[config.mk]
export PLATFORM = sky130hd
export DESIGN_NAME = whbt_front
export DESIGN_NICKNAME = d
export VERILOG_FILES = /design/src/hw/rtl/whbt_pkg.sv /design/src/hw/rtl/whbt_front.sv
export SDC_FILE = /design/constraint.sdc
export NUM_CORES = 1
export LEC_CHECK = 0
export ABC_AREA = 1
export BUFFER_PORTS_ARGS = -buffer_cell sky130_fd_sc_hd__buf_2
export CAP_MARGIN = 20
export CORE_ASPECT_RATIO = 1.75
export CORE_UTILIZATION = 40
export DETAILED_ROUTE_END_ITERATION = 7
export PLACE_DENSITY = 0.78
export SETUP_SLACK_MARGIN = 0.5
export SYNTH_ARGS = -nofsm -noshare
export SYNTH_HDL_FRONTEND = slang
export SYNTH_SLANG_ARGS = --single-unit
[constraint.sdc]
create_clock -name vclk -period 3.1
set_clock_uncertainty 0.05 [all_clocks]
set_input_delay 0.465 -clock vclk [all_inputs]
set_output_delay 0.465 -clock vclk [all_outputs]
set_load 0.01 [all_outputs]
[src/hw/rtl/whbt_pkg.sv]
// Shared types, codes and constants of the worker health breaker table.
package whbt_pkg;

    localparam int WORKERS_DEF  = 64;
    localparam int TIME_BITS    = 32;
    localparam int WORKER_BITS  = 6;
    localparam int CFG_BITS     = 31;
    localparam int CFG_IDX_BITS = 2;
    localparam int FAIL_BITS    = 4;
    localparam int QUEUE_DEPTH  = 2;

    // request op codes
    localparam logic [1:0] OP_QUERY = 2'd0;
    localparam logic [1:0] OP_EVENT = 2'd1;
    localparam logic [1:0] OP_RING  = 2'd2;
    localparam logic [1:0] OP_NONE  = 2'd3;

    // event kinds
    localparam logic [1:0] EV_SCALE_DOWN = 2'd0;
    localparam logic [1:0] EV_PEER_DEAD  = 2'd1;
    localparam logic [1:0] EV_DISCONNECT = 2'd2;
    localparam logic [1:0] EV_OTHER      = 2'd3;

    // configuration register indexes
    localparam logic [CFG_IDX_BITS-1:0] CFG_BURST_WINDOW    = 2'd0;
    localparam logic [CFG_IDX_BITS-1:0] CFG_BREAK_LEN       = 2'd1;
    localparam logic [CFG_IDX_BITS-1:0] CFG_EVICT_THRESHOLD = 2'd2;

    localparam logic [CFG_BITS-1:0]  BURST_WINDOW_RST    = 31'd1000;
    localparam logic [CFG_BITS-1:0]  BREAK_LEN_RST       = 31'd5000;
    localparam logic [FAIL_BITS-1:0] EVICT_THRESHOLD_RST = 4'd3;
    localparam logic [FAIL_BITS-1:0] FAIL_MAX            = 4'd15;

    typedef struct packed {
        logic [1:0]             op;
        logic [WORKER_BITS-1:0] worker;
        logic [1:0]             event_kind;
        logic [31:0]            now_time;
    } req_t;

    typedef struct packed {
        logic                 available;
        logic [FAIL_BITS-1:0] failure_count;
    } rsp_t;

    typedef struct packed {
        logic [CFG_BITS-1:0]  burst_window;
        logic [CFG_BITS-1:0]  break_len;
        logic [FAIL_BITS-1:0] evict_threshold;
    } cfg_t;

    // classified command handed from front to back
    typedef enum logic [1:0] {
        CMD_QUERY = 2'd0,
        CMD_EVENT = 2'd1,
        CMD_RING  = 2'd2,
        CMD_OOR   = 2'd3
    } cmd_kind_t;

    typedef struct packed {
        cmd_kind_t              kind;
        logic [WORKER_BITS-1:0] worker;
        logic [1:0]             event_kind;
        logic [TIME_BITS-1:0]   now;
        logic [TIME_BITS-1:0]   end_time;
    } cmd_t;

    // one table entry as stored in the RAM
    typedef struct packed {
        logic [TIME_BITS-1:0] window_start;
        logic [TIME_BITS-1:0] broken_until;
        logic [FAIL_BITS-1:0] fail_count;
        logic                 sticky;
        logic                 timed;
    } entry_t;

endpackage

[src/hw/rtl/whbt_front.sv]
// Front end: accepts requests, range-checks and classifies them into commands.
module whbt_front #(
    parameter int WORKERS = whbt_pkg::WORKERS_DEF
) (
    input  logic          req_valid,
    output logic          req_stall,
    input  whbt_pkg::req_t req,
    input  whbt_pkg::cfg_t cfg,
    input  logic          q_full,
    input  logic          clearing,
    output logic          push,
    output whbt_pkg::cmd_t cmd
);
    import whbt_pkg::*;

    localparam int CNTW = $clog2(WORKERS + 1);
    localparam int CMPW = (CNTW > WORKER_BITS) ? CNTW : WORKER_BITS;

    logic in_range;

    assign in_range  = CMPW'(req.worker) < CMPW'(WORKERS);
    assign req_stall = q_full || clearing;
    // op 3 is taken and dropped here
    assign push      = req_valid && !req_stall && (req.op != OP_NONE);

    always_comb
    begin
        cmd.worker     = req.worker;
        cmd.event_kind = req.event_kind;
        cmd.now        = TIME_BITS'(req.now_time);
        // end of a break that would start now
        cmd.end_time   = TIME_BITS'(req.now_time) + TIME_BITS'(cfg.break_len);
        unique case (req.op)
            OP_QUERY: cmd.kind = in_range ? CMD_QUERY : CMD_OOR;
            OP_EVENT: cmd.kind = in_range ? CMD_EVENT : CMD_OOR;
            default:  cmd.kind = CMD_RING;
        endcase
    end

endmodule

# After elaboration in Yosys (flattened, before gate mapping)
# Index checks and enable logic that the tools add are counted.
dict set report totals {
  ff_bits 0
  input_bits 111
  output_inout_bits 76
  word_cells 9
}
dict set report classes {
  addsub 1
  eq_ne 2
  muxes 1
  n_reduce_logical 5
}
# operator count
set ops {}
lappend ops {{adder 32 x 31 -> 32 bit} 1}
lappend ops {{one-hot mux 2 bit (2 select lines)} 1}
lappend ops {{== test 2 x 1 -> 1 bit (second input constant)} 1}
lappend ops {{logical AND 1 bit} 2}
lappend ops {{zero test 2 bit} 1}
lappend ops {{!= test 2 bit (second input constant)} 1}
lappend ops {{zero test 1 bit} 1}
lappend ops {{logical OR 1 bit} 1}

# Depth between registers and ports, before layout
dict set report depth {
  word_depth 4
  depth_mapped 12
}

# Worst setup path after synthesis
# Ideal clock, no wire load.
dict set report synth_path {
  kind {input-to-output}
  from {input req[0] in the netlist's numbering}
  to {output cmd[28] in the netlist's numbering}
  arrival_ns 1.815
  required_ns 2.585
  slack_ns 0.770
  path_stages 12
  n_path_buf 0
  path_cell_list {ha_1 fa_1 nand3_1 nand3_1 nand2_1 nand2_2 nand2_1 nand2_2 nand2_1 nand2_1 nand2_1 nand2_1}
}
# item line_no
set synth_rtl {}
lappend synth_rtl {{from (decl)} whbt_front.sv:7} ;# input whbt_pkg::req_t req,
lappend synth_rtl {{to (decl)} whbt_front.sv:12} ;# output whbt_pkg::cmd_t cmd

==> impl_results.md <==
* Status: completed
* Mapped cell area at 2646 um2
* Fillers at 727
* DRC violations left at 0
* Xor/xnor cell area share of the yosys netlist at 4.965%
* 1st-iter DRT viols at about 110
* WP data required at about 2600 ps
* Layout cells sized above 1 at 26.96%
* Total Power at 0.6749 mW
* Unrepaired setup endpoints after global routing: true
* Global placer's final weighted congestion at 0.9392
* Fin crit share at 81.40%
* Area growth from synthesis to layout at 22.41%
* Final hold slack at 880.0 ps
* Sequential power share at 0%
* Peak supply drop at 0.00008475 V
* Mux share of post-synthesis cell area at 0%
* Initial antenna violation count at 0
* Placed cell count at 715
* Final setup fails at 0
* Crit-path max FO at 5
* Synth Area in Adders at 15.41%
* I/O pins at 187
* Diodes inserted at 0
* Wire per inst at 11.34 um
* Crit Path Category: primary input to primary output
* Compound-Gate Fraction of Synth Area at around 4.6%
* # clk buffers at 0
* Max-Cap Viols at 0
* Initial Utilization at 42.17%
* Post-Synth Simple-Gate Area at 47.47%
* Routed WL at 8143 um
* Post-Syn Area per Cell at 4.901 um2
* Die Span Y at 109.6 um
* HPWL Detailed at 7288 um
* Global route overflow at 0
* Worst setup margin at around 580 ps
* Slew @ Worst Pin at 292.1 ps
* Synth warn at 0
* Switching power total at 0.4091 mW
* Startpoint types: primary input
* Core Util, Final at 51.61%
* PD cells at 208.3 nW/um2
* Die area at 6958 um2
* Global-route wire length before repair at between 10000 and 15000 um
* Core Box Area at approximately 6300 um2
* Leak pwr at 2.283 nW
* Via density per instance at 4.688
* Final Net Count at about 780
* Buffers on Ports at around 140
* Pins over their slew limit at 0
* Hold Vio Cnt, Final at 0
* Post-synth cell types at 19
* Sw Ratio at 60.62%
* Design area at about 3200 um2
* Placed Area at 3123 um2
* Sequential cells at 0
* Hold Crit Class: primary input to primary output
* Pre-CTS setup slack at 367.6 ps
* Drt pass-1 iters at 5
* Data arrival time of the critical path at 2010 ps
* Num rows at 38
* ANT nets after route at 0
* Synth Instances at 540
* Max Clk Rate at 0.3963 GHz
* Net Count, Synth at 683
* DR vias at about 3400
* Main combinational cell family by area after synthesis: simple AND/OR/NAND/NOR gates
* Worst setup EP type: primary output
* Minimum clock period after layout at 2523 ps
* Power Internal at 0.2658 mW
* Hold-fix buffers, CTS at 0
* Sequential area share after synthesis at 0%
* Pin count of the biggest net entering global routing at 7
* Clock Power Share at 0%
* Rel. slew slack at 80.46%
* Comb pwr share at 100.0%
* Die width at 63.49 um
* Total track usage at 22.63%
* Vias in the first global route at slightly above 3000
* Seq. cell area at 0 um2
* Final non-filler cell total at 718
* TNS Setup at 0 ps
-- cells in the mapped netlist --
| cell | number | share of area [%] |
|---|---|---|
| nand2_1 | 232 | 33 |
| inv_1 | 113 | 16 |
| nor2_1 | 42 | 6.0 |
| buf_4 | 40 | 11 |
| ha_1 | 31 | 15 |
| nand3_1 | 26 | 4.9 |
| a21oi_1 | 20 | 3.8 |
| xor2_1 | 14 | 4.6 |
| nand2_2 | 5 | 1.2 |
| nor3_1 | 5 | 0.95 |
| nand4_1 | 3 | 0.71 |
| o21bai_1 | 2 | 0.57 |
| a21o_1 | 1 | 0.28 |
| clkbuf_1 | 1 | 0.14 |
| fa_1 | 1 | 0.76 |
| nand3_2 | 1 | 0.38 |
| or2_1 | 1 | 0.24 |
| or2_2 | 1 | 0.24 |
| xnor2_1 | 1 | 0.33 |
-- timing repair --
item / CTS / global route
pin swaps: 1 / 2
hold endpoints to repair: 0 / 0
gates resized for setup: 3 / 25
setup endpoints to repair: 7 / 17
buffers inserted: 1 / 2
-- power groups by stage --
stage                     Clock, mW  Combinational [mW]  Sequential [mW]
after floorplan                   0               0.447                0
after global placement            0               0.645                0
after detailed placement          0               0.651                0
after CTS                         0               0.658                0
after global routing              0               0.755                0
final                             0               0.675                0
-- critical path, cell delays in order --
cell and delay (ps):
buf_2 100, ha_1 360, a21oi_1 260, nor2_1 70
nor2_1 200, nand2_1 80, a21oi_1 170, nand2_1 70
nand2_1 50, nand2_1 40, buf_2 130
-- path summary, 6_finish.rpt --
check,endpoint,startpoint,slack (ps),cells past startpoint
worst max-delay path,cmd[28],req[25],580,11
worst min-delay path,cmd[64],req[32],880,0
-- cell families after synthesis --
group                    count (synthesis)
buffers and inverters                  154
AND/OR/NAND/NOR                        316
XOR/XNOR                                15
adder cells (fa/ha/maj)                 32
AO/OA/AOI/OAI                           23
-- cells in the final DEF (no fill, tap or decap) --
| master | instances |
|---|---|
| a21oi_2 | 3 |
| nand3_2 | 2 |
| nor3_1 | 4 |
| nor2_1 | 41 |
| nand2_2 | 14 |
| a21o_1 | 1 |
| or2_1 | 1 |
| xnor2_1 | 1 |
| nor2_2 | 1 |
| nand2_1 | 221 |
| nor3_2 | 1 |
| a21oi_1 | 17 |
| ha_2 | 7 |
| ha_4 | 1 |
| inv_1 | 113 |
| nand4_1 | 3 |
| xor2_1 | 14 |
| nand3_1 | 25 |
| or2_2 | 1 |
| buf_2 | 136 |
| ha_1 | 23 |
| o21bai_1 | 2 |
| buf_4 | 3 |
| fa_2 | 1 |
| nand2_4 | 2 |
-- routing by layer --
metal / up-vias / part of all wire [%] / track usage, %
met1: 1414 / 36 / 20.06
li1: 1769 / - / -
met3: 29 / 5.7 / 1.349
met5: - / 0 / 0
met4: 0 / 4.9 / 10.06
met2: 154 / 54 / 49.47
-- cell type report --
class | instances | area (um2) | share of cell area [%]
inverter | 113 | 424.2 | 13.09
timing repair buffer | 139 | 703.2 | 21.71
tap | 80 | 100.1 | 3.090
multi-input combinational | 386 | 2012 | 62.11
Note: power is estimated with default switching activity, not from simulation.
