$ cat src/hw/rtl/whbt_pkg.sv
// Shared types, codes and constants of the worker health breaker table.
package whbt_pkg;

    localparam int WORKERS_DEF  = 64;
    localparam int TIME_BITS    = 32;
    localparam int WORKER_BITS  = 6;
    localparam int CFG_BITS     = 31;
    localparam int CFG_IDX_BITS = 2;
    localparam int FAIL_BITS    = 4;
    localparam int QUEUE_DEPTH  = 2;

    // request op codes
    localparam logic [1:0] OP_QUERY = 2'd0;
    localparam logic [1:0] OP_EVENT = 2'd1;
    localparam logic [1:0] OP_RING  = 2'd2;
    localparam logic [1:0] OP_NONE  = 2'd3;

    // event kinds
    localparam logic [1:0] EV_SCALE_DOWN = 2'd0;
    localparam logic [1:0] EV_PEER_DEAD  = 2'd1;
    localparam logic [1:0] EV_DISCONNECT = 2'd2;
    localparam logic [1:0] EV_OTHER      = 2'd3;

    // configuration register indexes
    localparam logic [CFG_IDX_BITS-1:0] CFG_BURST_WINDOW    = 2'd0;
    localparam logic [CFG_IDX_BITS-1:0] CFG_BREAK_LEN       = 2'd1;
    localparam logic [CFG_IDX_BITS-1:0] CFG_EVICT_THRESHOLD = 2'd2;

    localparam logic [CFG_BITS-1:0]  BURST_WINDOW_RST    = 31'd1000;
    localparam logic [CFG_BITS-1:0]  BREAK_LEN_RST       = 31'd5000;
    localparam logic [FAIL_BITS-1:0] EVICT_THRESHOLD_RST = 4'd3;
    localparam logic [FAIL_BITS-1:0] FAIL_MAX            = 4'd15;

    typedef struct packed {
        logic [1:0]             op;
        logic [WORKER_BITS-1:0] worker;
        logic [1:0]             event_kind;
        logic [31:0]            now_time;
    } req_t;

    typedef struct packed {
        logic                 available;
        logic [FAIL_BITS-1:0] failure_count;
    } rsp_t;

    typedef struct packed {
        logic [CFG_BITS-1:0]  burst_window;
        logic [CFG_BITS-1:0]  break_len;
        logic [FAIL_BITS-1:0] evict_threshold;
    } cfg_t;

    // classified command handed from front to back
    typedef enum logic [1:0] {
        CMD_QUERY = 2'd0,
        CMD_EVENT = 2'd1,
        CMD_RING  = 2'd2,
        CMD_OOR   = 2'd3
    } cmd_kind_t;

    typedef struct packed {
        cmd_kind_t              kind;
        logic [WORKER_BITS-1:0] worker;
        logic [1:0]             event_kind;
        logic [TIME_BITS-1:0]   now;
        logic [TIME_BITS-1:0]   end_time;
    } cmd_t;

    // one table entry as stored in the RAM
    typedef struct packed {
        logic [TIME_BITS-1:0] window_start;
        logic [TIME_BITS-1:0] broken_until;
        logic [FAIL_BITS-1:0] fail_count;
        logic                 sticky;
        logic                 timed;
    } entry_t;

endpackage

$ cat src/hw/rtl/whbt_queue.sv
// Short command queue between front and back.
module whbt_queue (
    input  logic          clk,
    input  logic          rst_n,
    input  logic          push,
    input  whbt_pkg::cmd_t cmd_in,
    input  logic          pop,
    output whbt_pkg::cmd_t head,
    output logic          empty,
    output logic          full
);
    import whbt_pkg::*;

    localparam int PW = (QUEUE_DEPTH > 1) ? $clog2(QUEUE_DEPTH) : 1;
    localparam int NW = $clog2(QUEUE_DEPTH + 1);

    cmd_t          slot_reg [QUEUE_DEPTH];
    logic [PW-1:0] wr_ptr_reg, wr_ptr_next;
    logic [PW-1:0] rd_ptr_reg, rd_ptr_next;
    logic [NW-1:0] count_reg, count_next;

    assign empty = (count_reg == '0);
    assign full  = (count_reg == NW'(QUEUE_DEPTH));
    assign head  = slot_reg[rd_ptr_reg];

    always_comb
    begin
        wr_ptr_next = wr_ptr_reg;
        rd_ptr_next = rd_ptr_reg;
        count_next  = count_reg;
        if (push)
        begin
            wr_ptr_next = (wr_ptr_reg == PW'(QUEUE_DEPTH - 1)) ? '0 : wr_ptr_reg + 1'b1;
        end
        if (pop)
        begin
            rd_ptr_next = (rd_ptr_reg == PW'(QUEUE_DEPTH - 1)) ? '0 : rd_ptr_reg + 1'b1;
        end
        if (push && !pop)
        begin
            count_next = count_reg + 1'b1;
        end
        else if (pop && !push)
        begin
            count_next = count_reg - 1'b1;
        end
    end

    always_ff @(posedge clk or negedge rst_n)
    begin
        if (!rst_n)
        begin
            wr_ptr_reg <= '0;
            rd_ptr_reg <= '0;
            count_reg  <= '0;
        end
        else
        begin
            wr_ptr_reg <= wr_ptr_next;
            rd_ptr_reg <= rd_ptr_next;
            count_reg  <= count_next;
        end
    end

    always_ff @(posedge clk)
    begin
        if (push)
        begin
            slot_reg[wr_ptr_reg] <= cmd_in;
        end
    end

endmodule

$ cat config.mk
export PLATFORM = sky130hd
export DESIGN_NAME = whbt_queue
export DESIGN_NICKNAME = d
export VERILOG_FILES = /design/src/hw/rtl/whbt_pkg.sv /design/src/hw/rtl/whbt_queue.sv
export SDC_FILE = /design/constraint.sdc
export NUM_CORES = 1
export LEC_CHECK = 0
export ABC_AREA = 1
export BUFFER_PORTS_ARGS = -buffer_cell sky130_fd_sc_hd__buf_4
export CAP_MARGIN = 20
export CORE_MARGIN = 2
export CORE_UTILIZATION = 56
export DETAILED_ROUTE_END_ITERATION = 10
export GPL_ROUTABILITY_DRIVEN = 0
export MAX_ROUTING_LAYER = met4
export PLACE_DENSITY = 0.84
export SYNTH_ARGS = -nofsm -noshare
export SYNTH_HDL_FRONTEND = slang
export SYNTH_SLANG_ARGS = --single-unit
$ cat constraint.sdc
create_clock -name clk -period 10.03 [get_ports clk]
set_input_delay 1.003 -clock clk [delete_from_list [all_inputs] [get_ports clk]]
set_output_delay 1.003 -clock clk [all_outputs]
set_load 0.005 [all_outputs]
# ---- After elaboration in Yosys (flattened, before gate mapping)
# Memory sizes are Yosys's and may differ from the RTL's.
# Index checks and enable logic that the tools add are counted.
dict set report totals {
  register_bits 4
  n_memories 1
  mem_bits_rw 148
}
# memory depth word_bits rd rd_ports_with_merged_regs write_ports line
set memory_table {}
lappend memory_table {slot_reg 2 74 1 0 1 whbt_queue.sv:17} ;# cmd_t slot_reg [QUEUE_DEPTH];
dict set report op_classes {
  reduce_logical 6
  eq_ne 1
  add_sub_neg 4
  n_mux 6
}
# op n
set op_table {}
lappend op_table {{$mux W1} 4}
lappend op_table {{$mux W2} 2}
lappend op_table {{$add A1 B1 Y1 const B} 2}
lappend op_table {{$add A2 B1 Y2 const B} 1}
lappend op_table {{$eq A2 B2 Y1 const B} 1}
lappend op_table {{$logic_and A1 B1 Y1} 2}
lappend op_table {{$logic_not A1 Y1} 2}
lappend op_table {{$logic_not A2 Y1} 1}
lappend op_table {{$reduce_bool A2 Y1} 1}
lappend op_table {{$sub A2 B1 Y2 const B} 1}

# ---- Longest topological paths before layout
# Gate-level depths: netlist of the first run.
dict set report logic_depth {
  depth_word 4
  mapped_depth 7
}

# ---- Worst setup path after synthesis of the first run
# No wires, ideal clock.
dict set report synth_timing {
  kind {input to register}
  start {input push}
  end {memory slot_reg[0][0] (netlist name) (enable)}
  required_ns 9.521
  arrival_ns 4.144
  setup_ns 0.509
  path_slack_ns 5.377
  path_stages 2
  path_cell_list {inv_1 -> nor2_1}
}
dict set report synth_via {
  elab_chain_len 2
}
# item line
set synth_rtl {}
lappend synth_rtl {{start, declared} whbt_queue.sv:5} ;# input logic push,
lappend synth_rtl {{$mux W1} whbt_queue.sv:67} ;# if (push)
lappend synth_rtl {{$mux W1 (not written as such)} whbt_queue.sv:69} ;# slot_reg[wr_ptr_reg] <= cmd_in;
lappend synth_rtl {{end, declared} whbt_queue.sv:17}
# No other way between the ends.

==> results_dict.tcl, run 1 <==
set metrics [dict create \
    status "finished, final reports clean" \
    dieWidth_um 105 \
    layout_commonest_cell "buf_4" \
    clock_path_buffers 2 \
    rows 36 \
    required_ps 9030 \
    clock_sinks 152 \
    path_clk_slew_ps 60 \
    grt_max_degree 53 \
    peakVddDrop_v 0.000140 \
    grt_antenna_before_repair 0 \
    grt_pass1_vias 3031 \
    met3WireLength_um 677 \
    syn_area_per_cell_sq_um 22.5 \
    cts_resized 0 \
    design_area_sq_um 7550 \
    grt_pass1_wl_mm 15.5 \
    postCtsSetupRepairBufs 0 \
    crit_path_frequent_cell "buf_4" \
    highest_layer "met4" \
    postSynthCellCount 255 \
    met2_length_mm 4.96 \
    clk_latency_ps 510 \
    design.core.area_sq_um 9860 \
    ctsHoldBuffers 0 \
    ant_nets 0 \
    dp_hpwl_mm 6.42 \
    overflow 0 \
    utilization_pct 76.5 \
    num-fill-cells 583 \
    leakage_nw 3.02 \
    maxCapViolCount 0 \
    synth_area_sq_um 5750 \
    cp_max_fo 52 \
    syn_nets 334 \
    crit_start "rd_ptr_reg" \
    path_class "flop to output port" \
    area_delta_synth_final_pct 31.3 \
    finalSetupViolations 0 \
    relSlewSlack_pct 38.4 \
    nNetsFinal 502 \
    holdCritPathClass "input pin to asynchronous set/reset pin" \
    initial_utilization_pct 58.3 \
    path_cells "buf_4, mux2_2, buf_4" \
    die_h_um 105 \
    first_pass_iters 4 \
    ys_warn_count 0 \
    arrival_ps 2530 \
    ys_seq_area_share_pct 79.0 \
    largest_register_ffs 148 \
    io_buffers 153 \
    dieArea_sq_um 11100 \
    num_vias 2884 \
    cts_buffers 17 \
    finalMaxSlewViolations 0 \
    rsz0062_at_grt "no" \
    ys_ff_latch 152 \
    hold_violations 0 \
    setup_tns_ps 0 \
    power_density_nw_per_um2 274 \
    drcViolationCount 0 \
    layout_common_cells "buf_4, edfxtp_1, mux2_4" \
    worst_pin_slew_ps 924 \
    skew_ps 6.93 \
    viasPerCell 5.10 \
    crit_path_max_incr_delay_ps 780 \
    diodes 0 \
    ioPinCount 154 \
    end_kind "output port" \
    finalCriticalPeriod_ps 3530 \
    period_share_pct 35.2 \
    cts_tree "yes" \
    worstSetupStartpointType "flop" \
    dpl_cell_area_sq_um 7020 \
    wire_per_inst_um 17.9 \
    wirelength_mm 10.2 \
    clockRootBuffer "clkbuf_8" \
    htreeDepth 4 \
    drive_above_1_share_pct 60.0 \
    critPathSlowestCell "buf_4" \
    drt_iter0_markers 95 \
    max_freq_mhz 283 \
    grtUsageTotal_pct 19.6 \
    m1WireLength_mm 4.40 \
    ys_types 14 \
    rr_startpoint "wr_ptr_reg" \
]
power breakdown:
part | internal, mW | leakage [nW] | switching (mW) | total [mW]
combinational | 0.374 | 1.34 | 0.245 | 0.619
sequential | 0.846 | 1.44 | 0.0535 | 0.899
clock | 0.320 | 0.247 | 0.226 | 0.546
total | 1.54 | 3.02 | 0.525 | 2.06
metrics by stage:
stage	hold WS (ps)	total power, mW	setup WS [ps]	cells
final	279	2.06	6500	566
after global routing	246	2.15	6400	566
after CTS	251	2.08	6460	565
after detailed placement	498	1.53	7030	536
after global placement	478	1.52	7010	536
after floorplan	463	1.27	5380	255
worst max-delay path: cells and delay by family, from the launching register on:
kind	cells	cell delay, ps
buf+inv	2	910
flops	1	630
mux	1	420
layout make-up:
class / count / area (sq um) / area share (%)
multi-input combinational: 88 / 1110 / 14.7
clock buffer: 18 / 418 / 5.54
sequential: 152 / 4550 / 60.3
tap: 133 / 166 / 2.21
inverter: 7 / 27.5 / 0.365
clock inverter: 11 / 86.3 / 1.14
timing repair buffer: 157 / 1190 / 15.8
synth_stat cells:
master	instances	area share, %
xnor2_1	1	0.15
ha_1	1	0.22
nand2_1	5	0.33
mux2_2	24	4.7
nand3_1	1	0.087
dfrtp_1	4	1.7
inv_1	7	0.46
xor2_1	2	0.30
buf_2	2	0.17
edfxtp_1	148	77
buf_6	6	1.2
nand4_1	1	0.11
mux2_4	50	13
nor2_1	3	0.20
per-layer routing:
| layer | track usage [%] | vias up |
|---|---|---|
| li1 | - | 1330 |
| met4 | 8.67 | 0 |
| met5 | - | - |
| met1 | 24.5 | 1426 |
| met2 | 29.4 | 117 |
| met3 | 6.43 | 11 |
cells by family (layout without fill, tap and decap cells):
family        count (synthesis)  in the layout  share of synthesized area, %
flops                       152            152                          79.0
simple gates                 10             10                         0.718
xor+xnor                      3              3                         0.457
buf+inv                      15            193                          1.81
fa+ha+maj                     1              1                         0.218
mux                          74             74                          17.8
worst paths after layout:
kind                       cells past startpoint  slack (ps)         endpoint
hold reg to reg                                2         520     count_reg[1]
setup reg to reg                               3        8130  slot_reg[1][31]
setup / recovery                               3        6500         head[59]
min in group clk                               2         520     count_reg[1]
max in group asynchronous                      1        9630       rd_ptr_reg
hold / removal                                 1         280     count_reg[0]
Power figures use the tool's default switching activity.
==> run 2: changes to the inputs <==
- ABC_AREA: 1 -> 0
- CORE_UTILIZATION: 56 -> 52
- PLACE_DENSITY: 0.84 -> 0.79
- clock period: 10.03 -> 3.4 ns (I/O delays scaled with it)
==> results_dict.tcl, run 2 <==
set metrics [dict create \
    holdCritPathClass "input pin to flop" \
    min-delay-start "push" \
    clock_sinks 152 \
    status "finished, final reports clean" \
    first_pass_iters 4 \
    synth_edf_count 148 \
    io_buffers 153 \
    rsz0062_at_grt "no" \
    num_vias 3100 \
    ys_top_cells_by_count "edfxtp_1, mux2_4, mux2_2" \
    dp_hpwl_mm 6.17 \
    ys_seq_area_share_pct 79.3 \
    clockRootBuffer "clkbuf_8" \
    rr_endpoint "slot_reg[1][58]" \
    crit_end "head[60]" \
    grt_antenna_before_repair 0 \
    overflow 0 \
    dieWidth_um 109 \
    post-synth-top-area-cell "edfxtp_1" \
    wirelength_mm 10.8 \
    period_share_pct 75.1 \
    finalSetupViolations 0 \
    grtUsageTotal_pct 19.5 \
    drcViolationCount 0 \
    die_h_um 109 \
    reg2reg_depth 1 \
    htreeDepth 4 \
    use_met2_pct 33.2 \
    met3_usage_pct 6.63 \
    finalMaxSlewViolations 0 \
    postSynthCellCount 246 \
    drive_above_1_share_pct 51.8 \
    layout_commonest_cell "buf_4" \
    largest_register_ffs 148 \
    gr-usage-met1_pct 20.8 \
    leakage_nw 3.31 \
    ys_ff_latch 152 \
    drt_iter0_markers 125 \
    skew_ps 7.11 \
    finalCriticalPeriod_ps 2550 \
    layout_common_cells "buf_4, edfxtp_1, dlygate4sd3_1" \
    wire_per_inst_um 16.8 \
    rrSetupSlack_ps 1730 \
    clock_path_buffers 2 \
    relSlewSlack_pct 33.4 \
    dieArea_sq_um 11900 \
    path_class "flop to output port" \
    ys_warn_count 0 \
    num-fill-cells 597 \
    peakVddDrop_v 0.000596 \
    path_clk_slew_ps 60 \
    synth_area_sq_um 5730 \
    ant_nets 0 \
    required_ps 3060 \
    hold_violations 0 \
    setup_tns_ps 0 \
    cp_max_fo 44 \
    end_kind "output port" \
    area_delta_synth_final_pct 45.1 \
    ioPinCount 154 \
    design.core.area_sq_um 10800 \
    rows 38 \
    grt_pass1_wl_mm 16.2 \
    cts_resized 0 \
    arrival_ps 2210 \
    worstSetupStartpointType "flop" \
    cts_buffers 17 \
    viasPerCell 4.83 \
    maxCapViolCount 0 \
    hold_slack_ps 29.5 \
    ys_types 13 \
    synthMostInstantiatedCell "edfxtp_1" \
    syn_nets 325 \
    ys.flop_type "edfxtp_1" \
    diodes 0 \
    grt_pass1_vias 3356 \
    ys_async_sr_fraction_pct 2.63 \
    initial_utilization_pct 53.1 \
    rr_startpoint "wr_ptr_reg" \
    synth.area.top_cells "edfxtp_1, mux2_4, mux2_2" \
    power_density_nw_per_um2 745 \
    nNetsFinal 568 \
    worst_pin_slew_ps 998 \
    syn_area_per_cell_sq_um 23.3 \
    clk_latency_ps 520 \
    grt_max_degree 75 \
    yosys.area.top_type_share_pct 77.6 \
    cts_tree "yes" \
    crit_start "rd_ptr_reg" \
    grt-busiest-layer "met2" \
    max_freq_mhz 392 \
]
-- run 2: cell types whose count changed after synthesis --
cell	before	now
xor2_1	2	4
inv_1	7	1
nand2_1	5	0
nand4_1	1	0
nor2b_1	0	2
and2_1	0	1
nor2_1	3	2
nand3_1	1	0
-- run 2: final cells by class --
cell class	count	area, sq um	share of cell area [%]
flip-flops and latches	152	4550	54.7
inverters	1	3.75	0.0452
repair buffers	232	1940	23.4
multi-input cells	85	1110	13.4
clock inverters	14	110	1.32
clock buffers	18	418	5.03
well taps	140	175	2.11
-- run 2: logic make-up after synthesis --
group                    count (synthesis)  share of synthesized area [%]
XOR/XNOR                                 5                          0.764
adder cells (fa/ha/maj)                  1                          0.218
AND/OR/NAND/NOR                          5                          0.459
multiplexers                            74                           17.8
buffers and inverters                    9                           1.42
flip-flops                             152                           79.3
-- run 2: power breakdown --
| part | switching (mW) | internal, mW |
|---|---|---|
| registers | 0.192 | 2.50 |
| logic | 0.709 | 1.16 |
| clock network | 0.684 | 0.956 |
-- run 2: worst min path at each step --
| stage | to | slack, ps | depth (start not counted) |
|---|---|---|---|
| finish | wr_ptr_reg | 30 | 2 |
| detailed placement | count_reg[0] | 140 | 1 |
| global route | wr_ptr_reg | 4 | 2 |
| global placement | rd_ptr_reg | 140 | 1 |
| floorplan | count_reg[0] | 40 | 0 |
| CTS | wr_ptr_reg | 0.9 | 2 |
-- run 2: metal layers --
metal / wire [um] / share of wire [%]
met1: 4270 / 40
met2: 5530 / 51
met3: 759 / 7.1
met4: 203 / 1.9
met5: 0 / 0
-- run 2: critical path, cell delays in order (launching register included) --
cell,delay [ps]
dfrtp_4,760
buf_12,360
mux2_2,390
buf_4,140
-- run 2: through the flow --
| stage | worst slack [ps] | area [sq um] | instances | power (mW) | utilization, % |
|---|---|---|---|---|---|
| floorplan | 635 | 5730 | 246 | 3.73 | - |
| global placement | 1400 | 7020 | 534 | 4.48 | 65.1 |
| detailed placement | 1380 | 7020 | 534 | 4.53 | 65.1 |
| CTS | 799 | 8310 | 642 | 6.25 | 77.0 |
| global route | 741 | 8310 | 642 | 6.49 | 77.0 |
| finish | 847 | 8310 | 642 | 6.19 | 77.0 |
-- run 2: repair_timing --
action / 4_1_cts / 5_1_grt
hold buffers: 76 / 0
hold endpoints to repair: 153 / 0
endpoints found under the setup margin: 0 / 0
buffers inserted: 0 / 0
==> run 3: changes to the inputs <==
- clock period: 3.4 -> 2.6 ns (I/O delays scaled with it)
==> results_dict.tcl, run 3 (synthesized netlist as in run 2, its figures left out) <==
set metrics [dict create \
    largest_register_ffs 148 \
    pwr-share-clk_pct 26.8 \
    dieWidth_um 109 \
    clk_latency_ps 510 \
    path_delay_family "flip-flops" \
    arrival_ps 2140 \
    cts_resized 0 \
    overflow 0 \
    finalSetupViolations 0 \
    layout_common_cells "buf_4, edfxtp_1, dlygate4sd3_1" \
    finalMaxSlewViolations 0 \
    drt_iter0_markers 149 \
    grt_pass1_vias 3331 \
    holdCritPathClass "input pin to asynchronous set/reset pin" \
    first_pass_iters 4 \
    worstSetupStartpointType "flop" \
    grtUsageTotal_pct 19.4 \
    dieArea_sq_um 11900 \
    ioPinCount 154 \
    htreeDepth 4 \
    cts_buffers 17 \
    drive_above_1_share_pct 51.8 \
    p_seq_share_pct 43.0 \
    clock_sinks 152 \
    grt_antenna_before_repair 1 \
    fin_cells 645 \
    period_share_pct 92.4 \
    reg2reg_depth 2 \
    rsz0062_at_grt "no" \
    power_switching_mw 2.06 \
    rrSetupSlack_ps 930 \
    rows 38 \
    area_delta_synth_final_pct 46.4 \
    clock_path_buffers 2 \
    wire_per_inst_um 17.0 \
    max_freq_mhz 416 \
    end_kind "output port" \
    dp_cells 537 \
    layout_commonest_cell "buf_4" \
    clockRootBuffer "clkbuf_8" \
    num_vias 3100 \
    cp_num_buf_inv 2 \
    power_frac_comb_pct 30.2 \
    skew_ps 6.57 \
    crit_path_max_incr_delay_ps 870 \
    power_density_nw_per_um2 981 \
    path_clk_slew_ps 60 \
    drcViolationCount 0 \
    wirelength_mm 11.0 \
    peakVddDrop_v 0.000594 \
    path_cells "buf_12, mux2_2, buf_4" \
    leakage_nw 3.35 \
    cts_tree "yes" \
    path_depth 3 \
    design.core.area_sq_um 10800 \
    viasPerCell 4.81 \
    hold_violations 0 \
    maxCapViolCount 0 \
    finalCriticalPeriod_ps 2400 \
    grt_max_degree 41 \
    setup_tns_ps 0 \
    critPathSlowestCell "dfrtp_4" \
    p_sw_share_pct 25.0 \
    cp_max_fo 40 \
    status "finished, final reports clean" \
    path_class "flop to output port" \
    io_buffers 153 \
    ant_nets 0 \
    rr_startpoint "wr_ptr_reg" \
    required_ps 2340 \
    grt_pass1_wl_mm 16.2 \
    dp_hpwl_mm 6.37 \
    die_h_um 109 \
    nNetsFinal 572 \
    relSlewSlack_pct 55.2 \
    initial_utilization_pct 53.1 \
    worst_pin_slew_ps 672 \
    cellInternalPower_mw 6.17 \
    rr_endpoint "slot_reg[0][40]" \
]
run 3: cell count changes in the layout (fill, tap and decap cells not counted), sizes merged:
cell	delta
bufinv	+1
clkinv	-2
clkinvlp	-3
buf	+3
dlygate4sd3	+1
diode	+1
clkbuf	+2
run 3: final cells by class:
| class | count | area, sq um |
|---|---|---|
| Sequential cell | 152 | 4550 |
| Fill cell | 583 | 2400 |
| Timing Repair Buffer | 236 | 2010 |
| Multi-Input combinational cell | 85 | 1110 |
| Clock buffer | 20 | 425 |
| Tap cell | 140 | 175 |
| Clock inverter | 10 | 106 |
| Inverter | 1 | 3.75 |
| Antenna cell | 1 | 2.50 |
run 3: metal layers:
metal | global-route usage (%) | share of wire [%] | routed length, um | vias up
met5 | - | 0 | 0 | -
met4 | 6.87 | 0.96 | 105 | 0
met3 | 4.48 | 5.5 | 601 | 9
met2 | 33.9 | 54 | 5970 | 114
met1 | 21.7 | 39 | 4320 | 1508
li1 | - | - | - | 1469
run 3: power by group through the flow:
stage | Clock [mW] | Sequential [mW] | Combinational (mW)
after global placement | 0 | 3.55 | 2.38
after detailed placement | 0 | 3.59 | 2.41
after global routing | 2.35 | 3.59 | 2.66
final | 2.20 | 3.54 | 2.49
after floorplan | 0 | 3.42 | 1.46
after CTS | 2.24 | 3.54 | 2.51
run 3: how the worst max path moves through the flow:
| stage | to | slack, ps | from |
|---|---|---|---|
| 6_report | head[44] | 200 | rd_ptr_reg |
| 5_1_grt | head[54] | 110 | rd_ptr_reg |
| 4_1_cts | head[54] | 180 | rd_ptr_reg |
| 3_5_place_dp | head[54] | 710 | rd_ptr_reg |
| 3_3_place_gp | head[49] | 730 | rd_ptr_reg |
| 2_1_floorplan | slot_reg[1][0] | 5 | wr_ptr_reg |
run 3: through the flow:
stage               hold WS (ps)  utilization (%)  cell area [sq um]  setup WS, ps  power, mW
finish                      94.2             77.7               8390           196       8.23
floorplan                  -35.6                -               5740          5.04       4.88
CTS                         59.8             77.7               8390           176       8.29
global route                84.0             77.7               8390           110       8.60
global placement            61.1             65.6               7080           726       5.93
detailed placement          62.7             65.6               7080           711       5.99
run 3: what timing repair did:
item	4_1_cts	5_1_grt
setup buffers	0	0
hold buffers	77	0
endpoints found under the setup margin	0	0
hold endpoints to repair	154	0
